**src/bda_pkg.sv**
```systemverilog
// ----------------------------------------------------------------------------
// bda_pkg
// Shared types and constants of the box average downscaler.
// ----------------------------------------------------------------------------
`default_nettype none

package bda_pkg;

  localparam int CFG_W      = 13;   // width of the size registers and write data
  localparam int FACTOR_W   = 5;
  localparam int PIX_W      = 8;
  localparam int PIX_MAX    = 255;
  localparam int ROW_W      = 12;
  localparam int MAX_HEIGHT = 4096;
  localparam int CFG_IDX_W  = 2;
  localparam int STEP_W     = 3;    // counts the quotient bits of one average

  localparam logic [CFG_IDX_W-1:0] CFG_IDX_WIDTH  = 2'd0;
  localparam logic [CFG_IDX_W-1:0] CFG_IDX_HEIGHT = 2'd1;
  localparam logic [CFG_IDX_W-1:0] CFG_IDX_FACTOR = 2'd2;

  localparam logic [CFG_W-1:0]    RST_WIDTH  = 13'd640;
  localparam logic [CFG_W-1:0]    RST_HEIGHT = 13'd480;
  localparam logic [FACTOR_W-1:0] RST_FACTOR = 5'd2;

  localparam int Q_DEPTH = 4;
  localparam int Q_PTR_W = 2;
  localparam int Q_CNT_W = 3;

  typedef struct packed {
    logic [CFG_W-1:0]    source_width;
    logic [CFG_W-1:0]    source_height;
    logic [FACTOR_W-1:0] scale_factor;
  } cfg_regs_t;

  typedef struct packed {
    logic               nonempty;
    logic [Q_CNT_W-1:0] count;
  } q_status_t;

  typedef enum logic {
    FRONT_RUN,
    FRONT_REDIV
  } front_state_t;

  typedef enum logic [1:0] {
    BACK_IDLE,
    BACK_DIV,
    BACK_HOLD
  } back_state_t;

endpackage

`default_nettype wire

```
**src/bda_queue.sv**
```systemverilog
// ----------------------------------------------------------------------------
// bda_queue
// Short FIFO of finished block sums between intake and divider.
// ----------------------------------------------------------------------------
`default_nettype none

module bda_queue #(
  parameter int E_W = 27
) (
  input  wire logic               clk,
  input  wire logic               rst_n,
  input  wire logic               push,
  input  wire logic [E_W-1:0]     wdata,
  input  wire logic               pop,
  output logic [E_W-1:0]          rdata,
  output bda_pkg::q_status_t      stat
);
  import bda_pkg::*;

  logic [E_W-1:0]     entry_r [Q_DEPTH];
  logic [Q_PTR_W-1:0] wr_ptr_r, wr_ptr_nxt;
  logic [Q_PTR_W-1:0] rd_ptr_r, rd_ptr_nxt;
  logic [Q_CNT_W-1:0] count_r, count_nxt;

  assign rdata         = entry_r[rd_ptr_r];
  assign stat.count    = count_r;
  assign stat.nonempty = (count_r != '0);

  always_comb begin
    wr_ptr_nxt = push ? wr_ptr_r + Q_PTR_W'(1) : wr_ptr_r;
    rd_ptr_nxt = pop ? rd_ptr_r + Q_PTR_W'(1) : rd_ptr_r;
    count_nxt  = count_r + Q_CNT_W'(push) - Q_CNT_W'(pop);
  end

  always_ff @(posedge clk) begin
    if (!rst_n) begin
      wr_ptr_r <= '0;
      rd_ptr_r <= '0;
      count_r  <= '0;
    end else begin
      wr_ptr_r <= wr_ptr_nxt;
      rd_ptr_r <= rd_ptr_nxt;
      count_r  <= count_nxt;
    end
  end

  always_ff @(posedge clk) begin
    if (push) begin
      entry_r[wr_ptr_r] <= wdata;
    end
  end

endmodule

`default_nettype wire

```
**config.mk**
```make
export PLATFORM = sky130hd
export DESIGN_NAME = bda_queue
export DESIGN_NICKNAME = d
export VERILOG_FILES = /design/src/bda_pkg.sv /design/src/bda_queue.sv
export SDC_FILE = /design/constraint.sdc
export NUM_CORES = 1
export LEC_CHECK = 0
export ABC_AREA = 1
export BUFFER_PORTS_ARGS = -buffer_cell sky130_fd_sc_hd__clkbuf_2
export CORE_UTILIZATION = 57
export CTS_BUF_LIST = sky130_fd_sc_hd__clkbuf_4 sky130_fd_sc_hd__clkbuf_8 sky130_fd_sc_hd__clkbuf_16
export CTS_CLUSTER_DIAMETER = 150
export DETAILED_ROUTE_END_ITERATION = 8
export HOLD_SLACK_MARGIN = 0.1
export PLACE_DENSITY = 0.86
export SLEW_MARGIN = 20
export SYNTH_ARGS = -nofsm -noshare
export SYNTH_HDL_FRONTEND = slang
export SYNTH_SLANG_ARGS = --single-unit
```
**constraint.sdc**
```tcl
create_clock -name clk -period 2.01 [get_ports clk]
set_input_delay 0.201 -clock clk [delete_from_list [all_inputs] [get_ports clk]]
set_output_delay 0.201 -clock clk [all_outputs]
set_load 0.1 [all_outputs]
```
==> flow_summary.json <==
{
  "grt_pass1_vias": 3341,
  "cts_tree": "yes",
  "synthCells": 369,
  "overflow": 0,
  "drc": 0,
  "synth_area_leaders": "edfxtp_1 (68%), inv_1 (5.4%), o211ai_2 (5.2%)",
  "p_leak_nw": 2.68,
  "drv_slew": 0,
  "yosysUniqueCellTypes": 17,
  "fmax_mhz": 502,
  "skew_ns": 0.00749,
  "grt_setup_unrepaired": "yes",
  "fin_nets": 523,
  "tightest_slew_ns": 0.540,
  "fin_crit_sh": 0.990,
  "grt_max_degree": 29,
  "ys_warn_count": 0,
  "dieArea_mm2": 0.00875,
  "drtIter0Drc": 310,
  "wl_per_cell_um": 18.3,
  "clk_latency_ns": 0.51,
  "ys_seq_area_frac": 0.717,
  "setup_viol": 0,
  "status": "finished, final reports clean",
  "coreArea_mm2": 0.00818,
  "powerDensity_mw_per_mm2": 1120,
  "final_hold_viol_count": 0,
  "layout-drive-gt1-share": 0.287,
  "fin_crit_ns": 1.99,
  "instances_no_fill": 603,
  "hp-class": "in2reg",
  "die_h_um": 93.5,
  "viasPerCell": 5.45,
  "boundaryPins": 62,
  "place_inst": 530,
  "design_area_mm2": 0.00657,
  "grt_first_pass_wirelength_um": 16900,
  "critPathRequiredTime_ns": 1.81,
  "wirelength_um": 11000,
  "port_buffers": 61,
  "synth_top_area_frac": 0.679,
  "worst_ep_arrival_time_ns": 1.79,
  "syn_nets": 407,
  "cts_buffers": 17,
  "ant_nets": 0,
  "dp_hpwl_um": 5430,
  "start_kind": "flip-flop",
  "peakVddDrop_mv": 0.720,
  "totalPowerFinal_mw": 7.38,
  "syn_avg_cell_area_um2": 12.9,
  "fillers": 406,
  "crit_type": "reg2out",
  "critPathMaxFanout": 14,
  "setup_tns_ns": 0,
  "place.gp.congestion": 0.710,
  "endpoint_kind": "primary output",
  "rows": 33,
  "clkTransAtPathRegs_ns": 0.06,
  "slew_headroom": 0.641,
  "firstDrtPassIters": 5,
  "final_core_util": 0.804,
  "placed_cell_area_mm2": 0.00548,
  "clockBufferDepth": 2,
  "start_util": 0.584,
  "die_width_um": 93.5,
  "antenna_found_initial": 0,
  "cts_max_level": 4,
  "drv_cap": 0,
  "area_delta_synth_final_pct": 37.5,
  "syn_area_mm2": 0.00478,
  "track_usage": 0.269,
  "synth-seq-cells": 117,
  "vias": 3284,
  "cts-root-buf": "clkbuf_8",
  "insertedDiodeCount": 0,
  "clock-sinks": 117,
  "post-synth-top-area-cell": "edfxtp_1"
}
-- what timing repair did --
action / in CTS / in global routing
hold buffers: 31 / 0
endpoints found under the hold margin: 117 / 0
gates cloned: 0 / 1
pin swaps: 0 / 5
resized for setup: 12 / 23
setup endpoints to repair: 27 / 17
buffers inserted: 8 / 1
-- through the flow --
step	hold WS (ns)	worst slack [ns]
after floorplan	0.293	0.0814
after detailed placement	0.421	0.174
after global placement	0.415	0.317
after global routing	0.441	-0.0174
after CTS	0.426	0.00414
final	0.452	0.0192
-- cell usage in the layout (no fill, tap or decap), types with 3 or more instances in the layout --
| cell type | synthesis | layout |
|---|---|---|
| dfxtp_1 | 9 | 6 |
| clkinv_2 | 0 | 3 |
| clkbuf_16 | 0 | 17 |
| buf_6 | 2 | 5 |
| clkinv_1 | 0 | 3 |
| nand2_1 | 64 | 64 |
| clkinvlp_4 | 0 | 4 |
| o211ai_2 | 20 | 20 |
| buf_4 | 1 | 21 |
| dlygate4sd3_1 | 0 | 31 |
| a21oi_1 | 33 | 27 |
| inv_1 | 69 | 69 |
| buf_12 | 0 | 20 |
| edfxtp_1 | 108 | 108 |
| bufinv_16 | 0 | 3 |
| a21oi_2 | 0 | 6 |
| clkbuf_2 | 0 | 34 |
| o211ai_1 | 7 | 7 |
| ha_1 | 6 | 6 |
| o21ai_0 | 31 | 29 |
-- Yosys cell counts --
cell and instances:
dfxtp_1 9, clkbuf_1 2, nand2_1 64, fa_1 1, buf_2 11, o211ai_2 20
edfxtp_1 108, buf_4 1, buf_8 2, inv_1 69, buf_6 2, nand3_1 2
o211ai_1 7, ha_1 6, a21oi_1 33, o21ai_0 31, nor2_1 1
-- where the power goes --
part	switching (mW)	internal [mW]
Combinational	1.16	0.469
Sequential	0.0511	2.79
Clock	1.05	1.87
Total	2.26	5.12
-- registers in the layout, indices dropped and copies added, names as in the netlist, named ones only --
| signal | cells |
|---|---|
| count_r | 3 |
| entry_r | 108 |
| rd_ptr_r | 2 |
| wr_ptr_r | 2 |
-- kinds of logic after synthesis --
family,count (synthesis),share of synthesized area
AOI/OAI and AO/OA,91,0.130
DFF,117,0.717
and+or+nand+nor,67,0.0532
adders and majority gates,7,0.0199
buffers and inverters,87,0.0799
-- final timing paths --
kind | from | end | slack, ns | cells after the start
max reg2reg | count_r[0] | count_r[2] | 0.46 | 7
max | flip-flop | rdata[25] | 0.02 | 5
min reg2reg | rd_ptr_r[1] | flip-flop | 0.46 | 2
min | wdata[1] | entry_r[2][1] | 0.45 | 2
-- routing by layer --
layer / track usage / wire length [um] / up-vias
li1: - / - / 1503
met2: 0.466 / 5960 / 156
met3: 0.0724 / 578 / 37
met1: 0.311 / 4170 / 1588
met4: 0.127 / 317 / 0
met5: 0 / 0 / -
-- layout make-up --
class	count	area (um^2)	area share
inverters	69	259	0.0394
repair buffers	115	1170	0.178
well taps	105	131	0.0200
clock inverters	15	164	0.0249
clock buffers	17	414	0.0630
multi-input cells	165	1000	0.152
flip-flops and latches	117	3430	0.522
-- worst max-delay path: stages, from the launching register on --
cell and delay (ns):
dfxtp_4 0.40, buf_6 0.15, clkbuf_16 0.16, o21ai_0 0.23, nand2_1 0.15, buf_12 0.19
(Power assumes the default switching activity.)
