===== src/bda_pkg.sv =====
// ----------------------------------------------------------------------------
// bda_pkg
// Shared types and constants of the box average downscaler.
// ----------------------------------------------------------------------------
`default_nettype none

package bda_pkg;

  localparam int CFG_W      = 13;   // width of the size registers and write data
  localparam int FACTOR_W   = 5;
  localparam int PIX_W      = 8;
  localparam int PIX_MAX    = 255;
  localparam int ROW_W      = 12;
  localparam int MAX_HEIGHT = 4096;
  localparam int CFG_IDX_W  = 2;
  localparam int STEP_W     = 3;    // counts the quotient bits of one average

  localparam logic [CFG_IDX_W-1:0] CFG_IDX_WIDTH  = 2'd0;
  localparam logic [CFG_IDX_W-1:0] CFG_IDX_HEIGHT = 2'd1;
  localparam logic [CFG_IDX_W-1:0] CFG_IDX_FACTOR = 2'd2;

  localparam logic [CFG_W-1:0]    RST_WIDTH  = 13'd640;
  localparam logic [CFG_W-1:0]    RST_HEIGHT = 13'd480;
  localparam logic [FACTOR_W-1:0] RST_FACTOR = 5'd2;

  localparam int Q_DEPTH = 4;
  localparam int Q_PTR_W = 2;
  localparam int Q_CNT_W = 3;

  typedef struct packed {
    logic [CFG_W-1:0]    source_width;
    logic [CFG_W-1:0]    source_height;
    logic [FACTOR_W-1:0] scale_factor;
  } cfg_regs_t;

  typedef struct packed {
    logic               nonempty;
    logic [Q_CNT_W-1:0] count;
  } q_status_t;

  typedef enum logic {
    FRONT_RUN,
    FRONT_REDIV
  } front_state_t;

  typedef enum logic [1:0] {
    BACK_IDLE,
    BACK_DIV,
    BACK_HOLD
  } back_state_t;

endpackage

`default_nettype wire


===== src/bda_back.sv =====
// ----------------------------------------------------------------------------
// bda_back
// Rounded block average (2*sum+count)/(2*count), one quotient bit a cycle,
// and the output register.
// ----------------------------------------------------------------------------
`default_nettype none

module bda_back #(
  parameter int MAX_FACTOR = 16,
  parameter int E_W        = 27
) (
  input  wire logic                      clk,
  input  wire logic                      rst_n,
  input  wire bda_pkg::q_status_t        q_stat,
  input  wire logic [E_W-1:0]            q_rdata,
  output logic                           q_pop,
  output logic                           out_valid,
  input  wire logic                      out_stall,
  output logic [bda_pkg::PIX_W-1:0]      out_pixel_out,
  output logic                           out_row_end,
  output logic                           out_image_end
);
  import bda_pkg::*;

  localparam int SUM_W = $clog2(MAX_FACTOR * MAX_FACTOR * PIX_MAX + 1);
  localparam int CNT_W = $clog2(MAX_FACTOR * MAX_FACTOR + 1);
  localparam int NUM_W = SUM_W + 2;
  localparam int DSH_W = CNT_W + PIX_W;
  localparam int CMP_W = (NUM_W > DSH_W) ? NUM_W : DSH_W;

  back_state_t state_r, state_nxt;

  logic [NUM_W-1:0]  rem_r, rem_nxt;
  logic [DSH_W-1:0]  dsh_r, dsh_nxt;
  logic [PIX_W-1:0]  quo_r, quo_nxt;
  logic [STEP_W-1:0] step_r, step_nxt;
  logic              re_r, re_nxt;
  logic              ie_r, ie_nxt;

  logic              out_valid_r, out_valid_nxt;
  logic [PIX_W-1:0]  out_pix_r;
  logic              out_re_r;
  logic              out_ie_r;
  logic              out_load;

  logic [SUM_W-1:0]  q_sum;
  logic [CNT_W-1:0]  q_cnt;
  logic              q_re, q_ie;
  logic              ge;
  logic              out_free;

  assign q_sum = q_rdata[E_W-1 -: SUM_W];
  assign q_cnt = q_rdata[CNT_W+1:2];
  assign q_re  = q_rdata[1];
  assign q_ie  = q_rdata[0];

  assign ge       = CMP_W'(rem_r) >= CMP_W'(dsh_r);
  assign out_free = !out_valid_r || !out_stall;

  always_comb begin
    state_nxt = state_r;
    rem_nxt   = rem_r;
    dsh_nxt   = dsh_r;
    quo_nxt   = quo_r;
    step_nxt  = step_r;
    re_nxt    = re_r;
    ie_nxt    = ie_r;
    q_pop     = 1'b0;
    out_load  = 1'b0;
    unique case (state_r)
      BACK_IDLE: begin
        if (q_stat.nonempty) begin
          q_pop     = 1'b1;
          rem_nxt   = NUM_W'({q_sum, 1'b0}) + NUM_W'(q_cnt);
          dsh_nxt   = {q_cnt, 1'b0, (PIX_W-1)'(0)};
          quo_nxt   = '0;
          step_nxt  = STEP_W'(PIX_W - 1);
          re_nxt    = q_re;
          ie_nxt    = q_ie;
          state_nxt = BACK_DIV;
        end
      end
      BACK_DIV: begin
        if (ge) begin
          rem_nxt = NUM_W'(CMP_W'(rem_r) - CMP_W'(dsh_r));
        end
        quo_nxt  = {quo_r[PIX_W-2:0], ge};
        dsh_nxt  = dsh_r >> 1;
        step_nxt = step_r - STEP_W'(1);
        if (step_r == '0) begin
          state_nxt = BACK_HOLD;
        end
      end
      BACK_HOLD: begin
        if (out_free) begin
          out_load  = 1'b1;
          state_nxt = BACK_IDLE;
        end
      end
      default: state_nxt = BACK_IDLE;
    endcase
  end

  always_comb begin
    if (out_load) begin
      out_valid_nxt = 1'b1;
    end else if (!out_stall) begin
      out_valid_nxt = 1'b0;
    end else begin
      out_valid_nxt = out_valid_r;
    end
  end

  always_ff @(posedge clk) begin
    if (!rst_n) begin
      state_r     <= BACK_IDLE;
      step_r      <= '0;
      out_valid_r <= 1'b0;
    end else begin
      state_r     <= state_nxt;
      step_r      <= step_nxt;
      out_valid_r <= out_valid_nxt;
    end
  end

  always_ff @(posedge clk) begin
    rem_r <= rem_nxt;
    dsh_r <= dsh_nxt;
    quo_r <= quo_nxt;
    re_r  <= re_nxt;
    ie_r  <= ie_nxt;
    if (out_load) begin
      out_pix_r <= quo_r;
      out_re_r  <= re_r;
      out_ie_r  <= ie_r;
    end
  end

  assign out_valid     = out_valid_r;
  assign out_pixel_out = out_pix_r;
  assign out_row_end   = out_re_r;
  assign out_image_end = out_ie_r;

endmodule

`default_nettype wire


===== config.mk =====
export PLATFORM = sky130hd
export DESIGN_NAME = bda_back
export DESIGN_NICKNAME = d
export VERILOG_FILES = /design/src/bda_pkg.sv /design/src/bda_back.sv
export SDC_FILE = /design/constraint.sdc
export NUM_CORES = 1
export LEC_CHECK = 0
export ABC_CLOCK_PERIOD_IN_PS = 4770
export CAP_MARGIN = 20
export CORE_MARGIN = 2
export CORE_UTILIZATION = 50
export CTS_CLUSTER_SIZE = 28
export DETAILED_ROUTE_END_ITERATION = 16
export DONT_BUFFER_PORTS = 1
export PLACE_DENSITY = 0.64
export SLEW_MARGIN = 20
export SYNTH_ARGS = -nofsm -noshare
export SYNTH_HDL_FRONTEND = slang
export SYNTH_SLANG_ARGS = --single-unit

===== constraint.sdc =====
create_clock -name clk -period 4.77 [get_ports clk]
set_clock_uncertainty 0.2 [all_clocks]
set_input_delay 0.2385 -clock clk [delete_from_list [all_inputs] [get_ports clk]]
set_output_delay 0.2385 -clock clk [all_outputs]
set_load 0.02 [all_outputs]

==> results of run 1 <==
==> cells by family (layout without fill, tap and decap cells) <==
group	after synthesis	count (layout)	share of synthesized area [%]
xor+xnor	22	22	5.149
buf+inv	34	60	3.410
simple gates	120	120	16.22
flops	61	61	47.34
compound gates	88	88	15.91
mux	7	7	1.872
fa+ha+maj	29	29	10.10
==> repair_timing <==
action                                 4_1_cts  5_1_grt
setup endpoints to repair                    0        0
endpoints found under the hold margin       23        0
hold buffers                                18        0
==> power by group through the flow <==
stage               Clock (mW)  Sequential [mW]  Combinational (mW)
finish                   0.477            0.729               0.678
global route             0.511            0.737               0.764
CTS                      0.485            0.730               0.677
detailed placement           0            0.741               0.659
global placement             0            0.738               0.646
floorplan                    0            0.732               0.524
==> cell usage after synthesis (2+ instances only) <==
cell / instances / area (sq um)
sky130_fd_sc_hd__a211oi_1: 5 / 37.54
sky130_fd_sc_hd__a21boi_0: 2 / 15.01
sky130_fd_sc_hd__a21o_1: 9 / 67.56
sky130_fd_sc_hd__a21oi_1: 17 / 85.08
sky130_fd_sc_hd__a31oi_1: 6 / 37.54
sky130_fd_sc_hd__and2_1: 11 / 68.82
sky130_fd_sc_hd__and3_1: 10 / 62.56
sky130_fd_sc_hd__buf_1: 4 / 15.01
sky130_fd_sc_hd__clkbuf_1: 6 / 22.52
sky130_fd_sc_hd__dfxtp_1: 6 / 120.1
sky130_fd_sc_hd__edfxtp_1: 55 / 1652
sky130_fd_sc_hd__fa_1: 2 / 40.04
sky130_fd_sc_hd__ha_1: 27 / 337.8
sky130_fd_sc_hd__inv_1: 24 / 90.09
sky130_fd_sc_hd__mux2i_1: 7 / 70.07
sky130_fd_sc_hd__nand2_1: 36 / 135.1
sky130_fd_sc_hd__nand2b_1: 4 / 25.02
sky130_fd_sc_hd__nand3_1: 9 / 45.04
sky130_fd_sc_hd__nand3b_1: 2 / 15.01
sky130_fd_sc_hd__nand4_1: 3 / 18.77
sky130_fd_sc_hd__nor2_1: 27 / 101.4
sky130_fd_sc_hd__nor2b_1: 2 / 12.51
sky130_fd_sc_hd__nor3_1: 2 / 10.01
sky130_fd_sc_hd__nor3b_1: 2 / 15.01
sky130_fd_sc_hd__o21a_1: 4 / 30.03
sky130_fd_sc_hd__o21ai_0: 21 / 105.1
sky130_fd_sc_hd__o21bai_1: 3 / 22.52
sky130_fd_sc_hd__o311a_1: 2 / 20.02
sky130_fd_sc_hd__o31ai_1: 5 / 37.54
sky130_fd_sc_hd__or2_2: 3 / 18.77
sky130_fd_sc_hd__xnor2_1: 9 / 78.83
sky130_fd_sc_hd__xor2_1: 13 / 113.9
==> metrics by stage <==
| step | hold slack (ps) | util [%] | std cells | area, sq um | setup slack [ps] |
|---|---|---|---|---|---|
| after floorplan | 137.4 | - | 361 | 3742 | 2077 |
| after global placement | 137.4 | 53.10 | 452 | 3851 | 1699 |
| after detailed placement | 137.4 | 53.10 | 452 | 3851 | 1605 |
| after CTS | 8.365 | 58.32 | 486 | 4230 | 1596 |
| after global routing | 22.10 | 58.38 | 486 | 4234 | 1416 |
| final | 22.78 | 58.38 | 486 | 4234 | 1641 |
==> layer usage <==
metal	share of wire (%)	track usage [%]	up-vias
met1	46	27.24	1310
met2	47	31.78	59
li1	-	-	1369
met3	4.0	4.674	15
met4	2.7	8.333	0
met5	0	0	-
==> state kept, by name (all words and copies together), names as in the netlist <==
register and cells:
out_valid 1, rem_r 18, step_r 3, ie_r 1, out_pixel_out 8, dsh_r 17, quo_r 8, out_row_end 1
re_r 1, state_r 2, out_image_end 1
==> layout make-up <==
type	instances	area, sq um	share of cell area (%)
Clock buffer	10	127.6	3.014
Clock inverter	6	71.32	1.684
Inverter	24	90.09	2.128
Multi-Input combinational cell	266	1854	43.79
Sequential cell	61	1772	41.84
Tap cell	99	123.9	2.926
Timing Repair Buffer	20	195.2	4.610
==> final timing paths <==
| kind | depth (start not counted) | start | to |
|---|---|---|---|
| min | 3 | q_rdata[3] | rem_r[1]$_DFFE_PP_ |
| max | 8 | dsh_r[0]$_SDFFCE_PN0P_ | rem_r[3]$_DFFE_PP_ |
| max reg2reg | 8 | dsh_r[0]$_SDFFCE_PN0P_ | rem_r[3]$_DFFE_PP_ |
| min reg2reg | 0 | quo_r[7]$_SDFFCE_PN0P_ | out_pixel_out[7]$_DFFE_PP_ |
==> critical path: stages (launching register included) <==
cell and delay, ps:
sky130_fd_sc_hd__edfxtp_1 370, sky130_fd_sc_hd__ha_1 230, sky130_fd_sc_hd__fa_1 430, sky130_fd_sc_hd__and2b_1 250, sky130_fd_sc_hd__o2111ai_2 150, sky130_fd_sc_hd__a31oi_1 260
sky130_fd_sc_hd__nor3b_1 90, sky130_fd_sc_hd__o211ai_1 220, sky130_fd_sc_hd__a31o_2 560
==> results.txt, run 1 <==
- Compared with the post-synthesis result, the final layout area differs by 13.14%.
- Of all nets on the critical path, the largest fanout is 18.
* First-pass GRT wire length: 13.13 mm
- Setup violations remaining at the end of the flow were counted as 0.
- TritonCTS built the clock tree.
- Max Freq: roughly 0.32 GHz
* Net switching share of the total power: 35.42%
* Vertical extent of the die: slightly above 90 um
* Clock transition at the register clock pins on the worst setup and hold paths after CTS: 70 ps
- Final Total Pwr: ~1.9 mW
- After synthesis, the netlist uses 55 different library cells.
* Drt wl/cell: between 15 and 20 um
* Sort of element at the end of the critical path: register
* Final period utilization: about two thirds
- Setup repair after global routing missed its margin: no
- Max H-tree Level: 3
* Number of DRC markers after the initial detailed-route iteration: 147
- The clock reaches the later pin of the worst-skew pair after around 350 ps.
- Data on the critical path is required at its endpoint by between 4000 and 5000 ps.
- Class of the worst hold path: in2reg
- Counting flops with a built-in enable in the synthesized netlist gives between 50 and 60.
- CTS saw 61 sinks.
- The region available for standard cell placement spans about 7300 sq um.
- Synthesized cell area: 3742 sq um
* Setup bufs post-CTS: 0
- No sink is reached through more buffers than the 2 on the longest clock path.
* DR DRC count: 0
- For this block, the routed nets add up to around 8.0 mm of wire.
* Largest net degree at the start of global routing: 52
- Number of hold violations in the final report: 0
* DR vias: 2753
* Number of maximum-capacitance constraint violations: 0
- The initial antenna violation count was 0.
* Clock share of power: about a quarter
* Final global-route overflow total: 0
* Total Die Area: ~8200 sq um
- Register-to-register path setup slack: 1640 ps
- In the synthesized netlist the dominant register cell turns out to be sky130_fd_sc_hd__edfxtp_1.
- Sum of net half-perimeters after detailed placement: between 5 and 6 mm
* Port Buffers: 0
- The floorplan has 31 rows.
- Vias in the first global route: ~2700
- After synthesis the netlist holds a flip-flop and latch count of just over 60.
* Most common cell after layout, fill and taps aside: sky130_fd_sc_hd__edfxtp_1
- The first detailed-routing pass ran for 4 iterations.
- VDD IR max: ~0.00020 V
* Crit path time final: roughly 3100 ps
* Per-cell via count in the routed design: about 5.7
* Switch Pwr: 0.6674 mW
- The number of gates resized after CTS was 0.
- Part of the total power dissipated in sequential elements: around two fifths
- The tree is rooted in a sky130_fd_sc_hd__clkbuf_8.
* Number of buffers created by CTS: 9
- Once detail routing completed, the nets flagged for antenna violations numbered 0.
* Async set-reset flop share out of synthesis: 0%
- The internal power of the cells totals 1.217 mW.
- Setup TNS after final layout: 0 ps
* Initial Util: between 50% and 60%
- Critical Setup Path Class: reg2reg
- The run finished with clean final reports.
* Power per standard cell area: ~440 nW/um^2
- Synthesis produced a netlist with a net count of approximately 420.
* Final Net Count: ~450
* Share of synthesized area occupied by flip-flops and latches: between 40% and 50%
- Synthesis handed over a netlist of between 300 and 400 instances.
* Commonest cells after routing, fill and taps aside: sky130_fd_sc_hd__edfxtp_1 (55), sky130_fd_sc_hd__nand2_1 (36), sky130_fd_sc_hd__nor2_1 (27), sky130_fd_sc_hd__ha_1 (27), sky130_fd_sc_hd__inv_1 (24)
* Share of layout cells above drive strength 1: a little under 8%
* Yosys warning total: 0
- Headroom to the max-slew limit came out at roughly two fifths.
- Arrival time at the worst endpoint: roughly 2900 ps
- At the pin with the least slew margin, the transition time is around 870 ps.
- Measured along the x axis, the die boundary spans ~91 um.
* Startpoint class of the critical path: register
* Diodes inserted: 0
- Of the total power, combinational logic draws roughly 36%.
- The number of pins with negative max-slew slack in the final report came to 0.
- The analysis attributes to cell leakage a power of 1.733 nW.
- Boundary Pins: 46
* GRT Overall Usage: 20.30%
- Fill cells in the final layout number between 600 and 700.
- Routability-driven placement finished with a final weighted congestion of between 0.8 and 0.9.
- Mean cell area of the mapped netlist: 10.37 sq um
(Power assumes the default switching activity.)
==> run 2, diff against run 1 <==
--- a/config.mk
+++ b/config.mk
@@ -5,7 +5,8 @@
 export SDC_FILE = /design/constraint.sdc
 export NUM_CORES = 1
 export LEC_CHECK = 0
-export ABC_CLOCK_PERIOD_IN_PS = 4770
+export ABC_AREA = 1
+export ABC_CLOCK_PERIOD_IN_PS = 3050
 export CAP_MARGIN = 20
 export CORE_MARGIN = 2
 export CORE_UTILIZATION = 50
==> constraint.sdc (replaced) <==
create_clock -name clk -period 3.05 [get_ports clk]
set_clock_uncertainty 0.2 [all_clocks]
set_input_delay 0.1525 -clock clk [delete_from_list [all_inputs] [get_ports clk]]
set_output_delay 0.1525 -clock clk [all_outputs]
set_load 0.02 [all_outputs]
==> run 2 against run 1 <==
Effect of this change:
- synthesized area up 5.2%
- synthesized cell count up 37%
- clock power up 82%
- via count up 18%
- critical endpoint is now rem_r[0]$_DFFE_PP_
- highest routed layer unchanged
==> results.txt, run 2 <==
* Floorplan row count: 32
* Class of the worst hold path: in2reg
- Most repeated library cell on the critical path: sky130_fd_sc_hd__nand2_1
- Counting flops and latches in the post-synthesis netlist gives 61.
- The number of pins with negative max-slew slack in the final report came to 0.
- Async set-reset flop share out of synthesis: 0%
* Per-cell via count in the routed design: roughly 5
- Summing all placed instances gives a cell area of ~4000 sq um.
- Together, buffers and inverters on the worst path number 1.
- Finished Cell Area: between 4000 and 5000 sq um
- Setup repair after global routing missed its margin: no
- Initial Util: between 50% and 60%
- CTS Root Buffer Type: sky130_fd_sc_hd__clkbuf_8
- The tool flagged a number of max-cap violations equal to 0.
* Vertical extent of the die: 92.76 um
* Share of synthesized area occupied by flip-flops and latches: between 40% and 50%
- Commonest cells post-synth: sky130_fd_sc_hd__nand2_1 (135), sky130_fd_sc_hd__inv_1 (72), sky130_fd_sc_hd__nor2_1 (56), sky130_fd_sc_hd__edfxtp_1 (55), sky130_fd_sc_hd__nand3_1 (33)
- Static leakage: 2.106 nW
- Power per standard cell area: approximately 660 nW/um^2
- DR DRC count: 0
- Detailed routing inserted a total of 3237 vias.
- Final period utilization: 86.34%
* Final ANT Viol Nets: 0
* First-pass GRT wire length: approximately 15 mm
- Beginning of the worst hold path: q_rdata[22]
- The die covers approximately 8600 sq um.
- The H-tree was split into 3 levels.
* Most common cell after layout, fill and taps aside: sky130_fd_sc_hd__nand2_1
- Startpoint of the worst-slack reg-to-reg timing path: dsh_r[0]$_SDFFCE_PN0P_
- Boundary Pins: 46
- The routed design could run at a clock period as short as 2633 ps.
- CTS resizes: 0
- TritonCTS built the clock tree.
- After detailed routing, the average wire length per cell comes to 13.75 um.
- Summed over all layers, the routed wires come to between 8 and 9 mm.
* Synthesized cell area: slightly below 4000 sq um
* Clk Latency, worst-skew pair: around 340 ps
* Fillers: approximately 750
* Largest net degree at the start of global routing: 44
- # setup viols final: 0
- Number of cells on the worst hold path: 4
- Worst-path fanout max: 18
* Min-Delay Endpoint: rem_r[16]$_DFFE_PP_
- Number of DRC markers after the initial detailed-route iteration: roughly 180
* Synth-to-layout area growth: 14.83%
* Post-synth top area share: 41.93%
* Critical path required time: approximately 2900 ps
- The most used flip-flop cell after synthesis is sky130_fd_sc_hd__edfxtp_1.
- Nets in the synthesized netlist: approximately 560
* Sort of element at the end of the critical path: register
- VDD sags by at most between 0.0003 and 0.0004 V.
- On the critical path the largest part of the delay comes from adder cells.
- By area the synthesized netlist is led by sky130_fd_sc_hd__edfxtp_1 (42%), sky130_fd_sc_hd__nand2_1 (13%), sky130_fd_sc_hd__ha_1 (8.6%).
- Die extent in x: 92.76 um
- Yosys warning total: 0
- Pre-CTS setup slack: 385.3 ps
* Number of antenna violations at the first check in global routing: 0
- A synthesized cell averages ~8.0 sq um.
- Critical Setup Path Class: reg2reg
- Core region area: approximately 7700 sq um
* Delay of the slowest cell on the worst path: about 430 ps
* Flip-flop count of the largest register after layout: 18
- The run finished with clean final reports.
* Biggest register: rem_r
- Number of synthesized flops with an enable pin: 55
- The via count of the first global-routing pass came to 3232.
- Post-Place Cells: roughly 590
- Number of optimization iterations in the first detailed-route pass: 4
- Number of buffers created by CTS: 9
- The congestion estimate from routability-driven global placement came to about 0.9.
* Sum of net half-perimeters after detailed placement: around 6.5 mm
- sky130_fd_sc_hd__nand2_1 is the most common cell in the netlist.
* Top Registers: rem_r: 18 flops, dsh_r: 17 flops
- Share of layout cells above drive strength 1: about 6.2%
- Commonest cells after routing, fill and taps aside: sky130_fd_sc_hd__nand2_1 (135), sky130_fd_sc_hd__inv_1 (72), sky130_fd_sc_hd__nor2_1 (56)
- Based on the critical path, the design can be clocked at up to 0.3797 GHz.
- Final Net Count: roughly 600
- Diodes inserted: 0
* Number of library cell types mapped by synthesis: 37
* Cells after synthesis: about 500
- Final global-route overflow total: 0
- Worst Tran Pin Value: 864.5 ps
* GRT Overall Usage: approximately 22%
- The count of buffers added on input and output ports is 0.
- The clock passes through at most 2 buffers.
* Post-Layout Cell Count: 632
* Worst R2R End: rem_r[0]$_DFFE_PP_
- Number of cells on the worst reg-to-reg path: 12
- The synthesized design spends more area on one cell type than any other, namely sky130_fd_sc_hd__edfxtp_1.
- The signal on the critical path passes through ha_1, fa_1, o21ai_2, nand2_1, nand2_2, nand2_2, nand2_2, nand2_1, nand2_1, nand2_1, nand2_1, buf_4.
* Clock transition at the register clock pins on the worst setup and hold paths after CTS: 70 ps
- Arrival time at the worst endpoint: about 2400 ps
* Startpoint class of the critical path: register
- Number of hold violations in the final report: 0
- For flop-to-flop paths, the worst setup slack is about 420 ps.
- Setup slack on the critical path of the routed design comes to roughly 420 ps.
- Adding up every negative setup slack in the final design gives 0 ps.
- Worst slew margin: about 42%
- Total number of clock tree sinks: just over 60
- Master of the slowest instance on the critical path: sky130_fd_sc_hd__fa_1
[run 2: cell types whose count changed after synthesis, moves of 6 or more]
cell | before | now
sky130_fd_sc_hd__nand3b_1 | 2 | 8
sky130_fd_sc_hd__nand2_1 | 36 | 135
sky130_fd_sc_hd__xor2_1 | 13 | 3
sky130_fd_sc_hd__a21oi_1 | 17 | 24
sky130_fd_sc_hd__and2_1 | 11 | 2
sky130_fd_sc_hd__a21o_1 | 9 | 2
sky130_fd_sc_hd__inv_1 | 24 | 72
sky130_fd_sc_hd__xnor2_1 | 9 | 1
sky130_fd_sc_hd__and3_1 | 10 | 1
sky130_fd_sc_hd__mux2i_1 | 7 | 0
sky130_fd_sc_hd__nor2_1 | 27 | 56
sky130_fd_sc_hd__nand3_1 | 9 | 33
[run 2: worst max-delay path by stage]
stage	cells after the start	slack [ps]	end	startpoint
after floorplan	11	510	rem_r[0]$_DFFE_PP_	dsh_r[0]$_SDFFCE_PN0P_
after global placement	12	480	rem_r[11]$_DFFE_PP_	dsh_r[0]$_SDFFCE_PN0P_
after detailed placement	13	390	rem_r[11]$_DFFE_PP_	rem_r[0]$_DFFE_PP_
after CTS	12	390	rem_r[0]$_DFFE_PP_	dsh_r[0]$_SDFFCE_PN0P_
after global routing	12	190	rem_r[0]$_DFFE_PP_	dsh_r[0]$_SDFFCE_PN0P_
final	12	420	rem_r[0]$_DFFE_PP_	dsh_r[0]$_SDFFCE_PN0P_
[run 2: power breakdown]
| part | switching [mW] | internal, mW |
|---|---|---|
| clock | 0.326 | 0.543 |
| sequential | 0.0445 | 1.07 |
| combinational | 0.662 | 0.358 |
[run 2: cell families (layout without fill, tap and decap cells)]
group,after synthesis,count (layout),share of synthesized area (%)
simple gates,254,254,27.38
buf+inv,83,118,8.068
compound gates,64,64,9.086
flops,61,61,44.98
fa+ha+maj,29,29,9.593
xor+xnor,4,4,0.8896
[run 2: what timing repair did]
item                                   CTS  global route
endpoints found under the hold margin   28             0
setup buffers                            0             0
hold buffers                            22             0
[run 2: layout make-up]
class | count | area [sq um] | share of cell area, %
flip-flops and latches | 61 | 1772 | 39.17
multi-input cells | 351 | 1849 | 40.89
clock buffers | 10 | 127.6 | 2.822
inverters | 76 | 285.3 | 6.307
repair buffers | 26 | 250.2 | 5.533
well taps | 102 | 127.6 | 2.822
clock inverters | 6 | 111.4 | 2.462
[run 2: worst reg2reg max path, delay by kind of cell, from the launching register on]
| family | cells | cell delay (ps) |
|---|---|---|
| DFF | 1 | 370 |
| buffers and inverters | 1 | 270 |
| adders and majority gates | 2 | 660 |
| and+or+nand+nor | 8 | 570 |
| AOI/OAI and AO/OA | 1 | 240 |
[run 2: metal layers]
metal / GRT usage (%) / wire length (um) / vias up
li1: - / - / 1694
met1: 28.32 / 4150 / 1459
met2: 36.25 / 4044 / 74
met3: 4.963 / 355 / 10
met4: 7.108 / 138 / 0
met5: 0 / 0 / -
[run 2: per-stage QoR]
| stage | utilization [%] | total power, mW | hold slack, ps |
|---|---|---|---|
| floorplan | - | 1.890 | 51.37 |
| global placement | 52.86 | 2.091 | 51.43 |
| detailed placement | 52.86 | 2.116 | 51.43 |
| CTS | 58.84 | 3.019 | 9.113 |
| global route | 58.84 | 3.211 | 57.70 |
| finish | 58.84 | 3.007 | 24.90 |
==> run 3, diff against run 2 <==
--- a/config.mk
+++ b/config.mk
@@ -13,6 +13,7 @@
 export CTS_CLUSTER_SIZE = 28
 export DETAILED_ROUTE_END_ITERATION = 16
 export DONT_BUFFER_PORTS = 1
+export HOLD_SLACK_MARGIN = 0.1
 export PLACE_DENSITY = 0.64
 export SLEW_MARGIN = 20
 export SYNTH_ARGS = -nofsm -noshare
==> run 3 against run 2 <==
Effect of this change:
- register-to-register slack about the same
- critical endpoint is now rem_r[17]$_DFFE_PP_
- worst setup slack got worse by 140 ps
- highest routed layer unchanged
- cell count increased by 0.79%
- fmax decreased by 5.1%
- global-route usage increased by 0.33 points
==> results.txt, run 3 (same netlist as run 2, synthesis figures left out) <==
- The flow ran to the end, and the final reports show no timing, DRC or antenna violations.
- The via count of the first global-routing pass came to roughly 3300.
* Slew Limit Fails: 0
- Floorplan row count: 32
- Worst-path fanout max: 4
- Total Die Area: 8603 sq um
- Flip-flop count of the largest register after layout: 18
- Setup violations remaining at the end of the flow were counted as 0.
* Class of the worst hold path: in2reg
* Number of hold violations in the final report: 0
- Cells with a size suffix above 1 make up between 6 and 7% of the layout.
* Setup TNS after final layout: 0 ps
- Pre-CTS setup slack: just under 400 ps
- TritonCTS clock tree: done
- STA puts the critical path data required time at 2940 ps.
* Core region area: 7687 sq um
- Sum of net half-perimeters after detailed placement: 6.453 mm
* GRT Overall Usage: 22.14%
- Measured along the y axis, the die boundary spans between 90 and 100 um.
- Across the run, the number of max-cap violations was 0.
- The largest registers in the layout are rem_r: 18 flops, dsh_r: 17 flops.
- Setup repair after global routing missed its margin: no
- Dividing the final minimum period by the clock period gives 91.02%.
- Setup ws final: ~270 ps
* Boundary Pins: 46
- Biggest register: rem_r
* Drt wl/cell: 13.86 um
* Number of optimization iterations in the first detailed-route pass: 6
- Max H-tree Level: 3
- Clk Latency, worst-skew pair: 340 ps
- The top cell types in the final layout, fill and taps aside, are sky130_fd_sc_hd__nand2_1 (135), sky130_fd_sc_hd__inv_1 (72), sky130_fd_sc_hd__nor2_1 (56).
* VDD IR max: about 0.00038 V
* Critical Setup Path Class: in2reg
- Diodes inserted: 0
- Port Buffers: 0
* Largest net degree at the start of global routing: 44
- CTS resizes: 0
- For flop-to-flop paths, the worst setup slack is a little over 400 ps.
* Instance area at placement: 4064 sq um
* Most common cell after layout, fill and taps aside: sky130_fd_sc_hd__nand2_1
- In this run the static leakage power is approximately 2.1 nW.
- Measured along the x axis, the die boundary spans between 90 and 100 um.
* Number of antenna violations at the first check in global routing: 0
- Max Freq: around 0.36 GHz
- Summed over all layers, the routed wires come to between 8 and 9 mm.
- No sink is reached through more buffers than the 2 on the longest clock path.
- Crit path time final: between 2000 and 3000 ps
- Clock tree synthesis inserted a total of 9 buffers.
- After clock tree synthesis, the clock-pin slew on the worst setup and hold paths is 70 ps.
* Final global-route overflow total: 0
* Final Total Pwr: roughly 3.0 mW
* Total number of clock tree sinks: 61
- Number of DRC markers after the initial detailed-route iteration: approximately 210
- In this run the remaining antenna-violating nets after routing total 0.
- Compared with the post-synthesis result, the final layout area differs by 16.11%.
- Initial Util: between 50% and 60%
* Final Net Count: ~590
* Startpoint class of the critical path: input pin
- Arrival time at the worst endpoint: around 2700 ps
* Worst Tran Pin Value: about 870 ps
* Post-Layout Cell Count: about 640
- After detailed routing, the number of remaining DRC violations is 0.
- The first global-routing pass estimated 14.83 mm of wire.
- Clock tree synthesis selected as its root buffer the cell sky130_fd_sc_hd__clkbuf_8.
- Including well taps, the total number of placed cells is ~590.
- Routability congestion estimate from global placement: ~0.9
- Using the TritonRoute via totals, the vias-per-cell ratio works out to a little over 5.
- Once layout is done, the placed cells without fillers occupy about 4600 sq um.
- Worst slew margin: a little over two fifths
- Sort of element at the end of the critical path: register
* DR vias: ~3300
- Power spread over the standard cell area amounts to 659.2 nW/um^2.
==> run 3: timing repair <==
item | 4_1_cts | 5_1_grt
hold buffers | 27 | 0
setup buffers | 0 | 0
hold endpoints to repair | 32 | 0
==> run 3: per-stage QoR <==
| step | util [%] | hold WS (ps) |
|---|---|---|
| 6_report | 59.49 | 121.4 |
| 5_1_grt | 59.49 | 140.5 |
| 4_1_cts | 59.49 | 100.2 |
| 3_5_place_dp | 52.86 | 51.43 |
| 3_3_place_gp | 52.86 | 51.43 |
| 2_1_floorplan | - | 51.37 |
==> run 3: cell type report <==
type / count / area [sq um]
fill: 737 / 3114
inverter: 76 / 285.3
multi-input combinational: 351 / 1849
tap: 102 / 127.6
timing repair buffer: 31 / 300.3
clock inverter: 6 / 111.4
sequential: 61 / 1772
clock buffer: 10 / 127.6
==> run 3: final timing paths <==
path                               start                       to  depth (start not counted)
setup / recovery              q_rdata[3]      rem_r[17]$_DFFE_PP_                         11
hold / removal                q_rdata[5]       rem_r[3]$_DFFE_PP_                          3
setup reg to reg  dsh_r[0]$_SDFFCE_PN0P_       rem_r[0]$_DFFE_PP_                         12
hold reg to reg           ie_r$_DFFE_PP_  out_image_end$_DFFE_PP_                          0
==> run 3: report_power, final <==
group          internal [mW]  total [mW]  switching (mW)  leakage (nW)
clock                  0.543       0.869           0.326         0.116
combinational          0.361        1.03           0.667          1.41
sequential              1.07        1.12          0.0446         0.590
total                   1.98        3.01            1.04          2.12
==> run 3: critical path, stage by stage <==
cell and delay (ps):
sky130_fd_sc_hd__dlygate4sd3_1 570, sky130_fd_sc_hd__ha_1 290, sky130_fd_sc_hd__fa_1 410, sky130_fd_sc_hd__nand2_1 100, sky130_fd_sc_hd__nand2_1 50, sky130_fd_sc_hd__and2_1 190
sky130_fd_sc_hd__nand3_1 110, sky130_fd_sc_hd__nand2_1 90, sky130_fd_sc_hd__nand4_1 90, sky130_fd_sc_hd__dlygate4sd3_1 560, sky130_fd_sc_hd__nand2_1 50
==> run 3: metal layers <==
layer  GRT usage [%]  share of wire [%]  routed length [um]  vias to the layer above
met3           4.882                3.8                 334                       12
met1           28.85                 48                4220                     1498
met5               0                  0                   0                        -
met4           7.353                1.7                 151                        0
li1                -                  -                   -                     1705
met2           36.74                 47                4122                       71
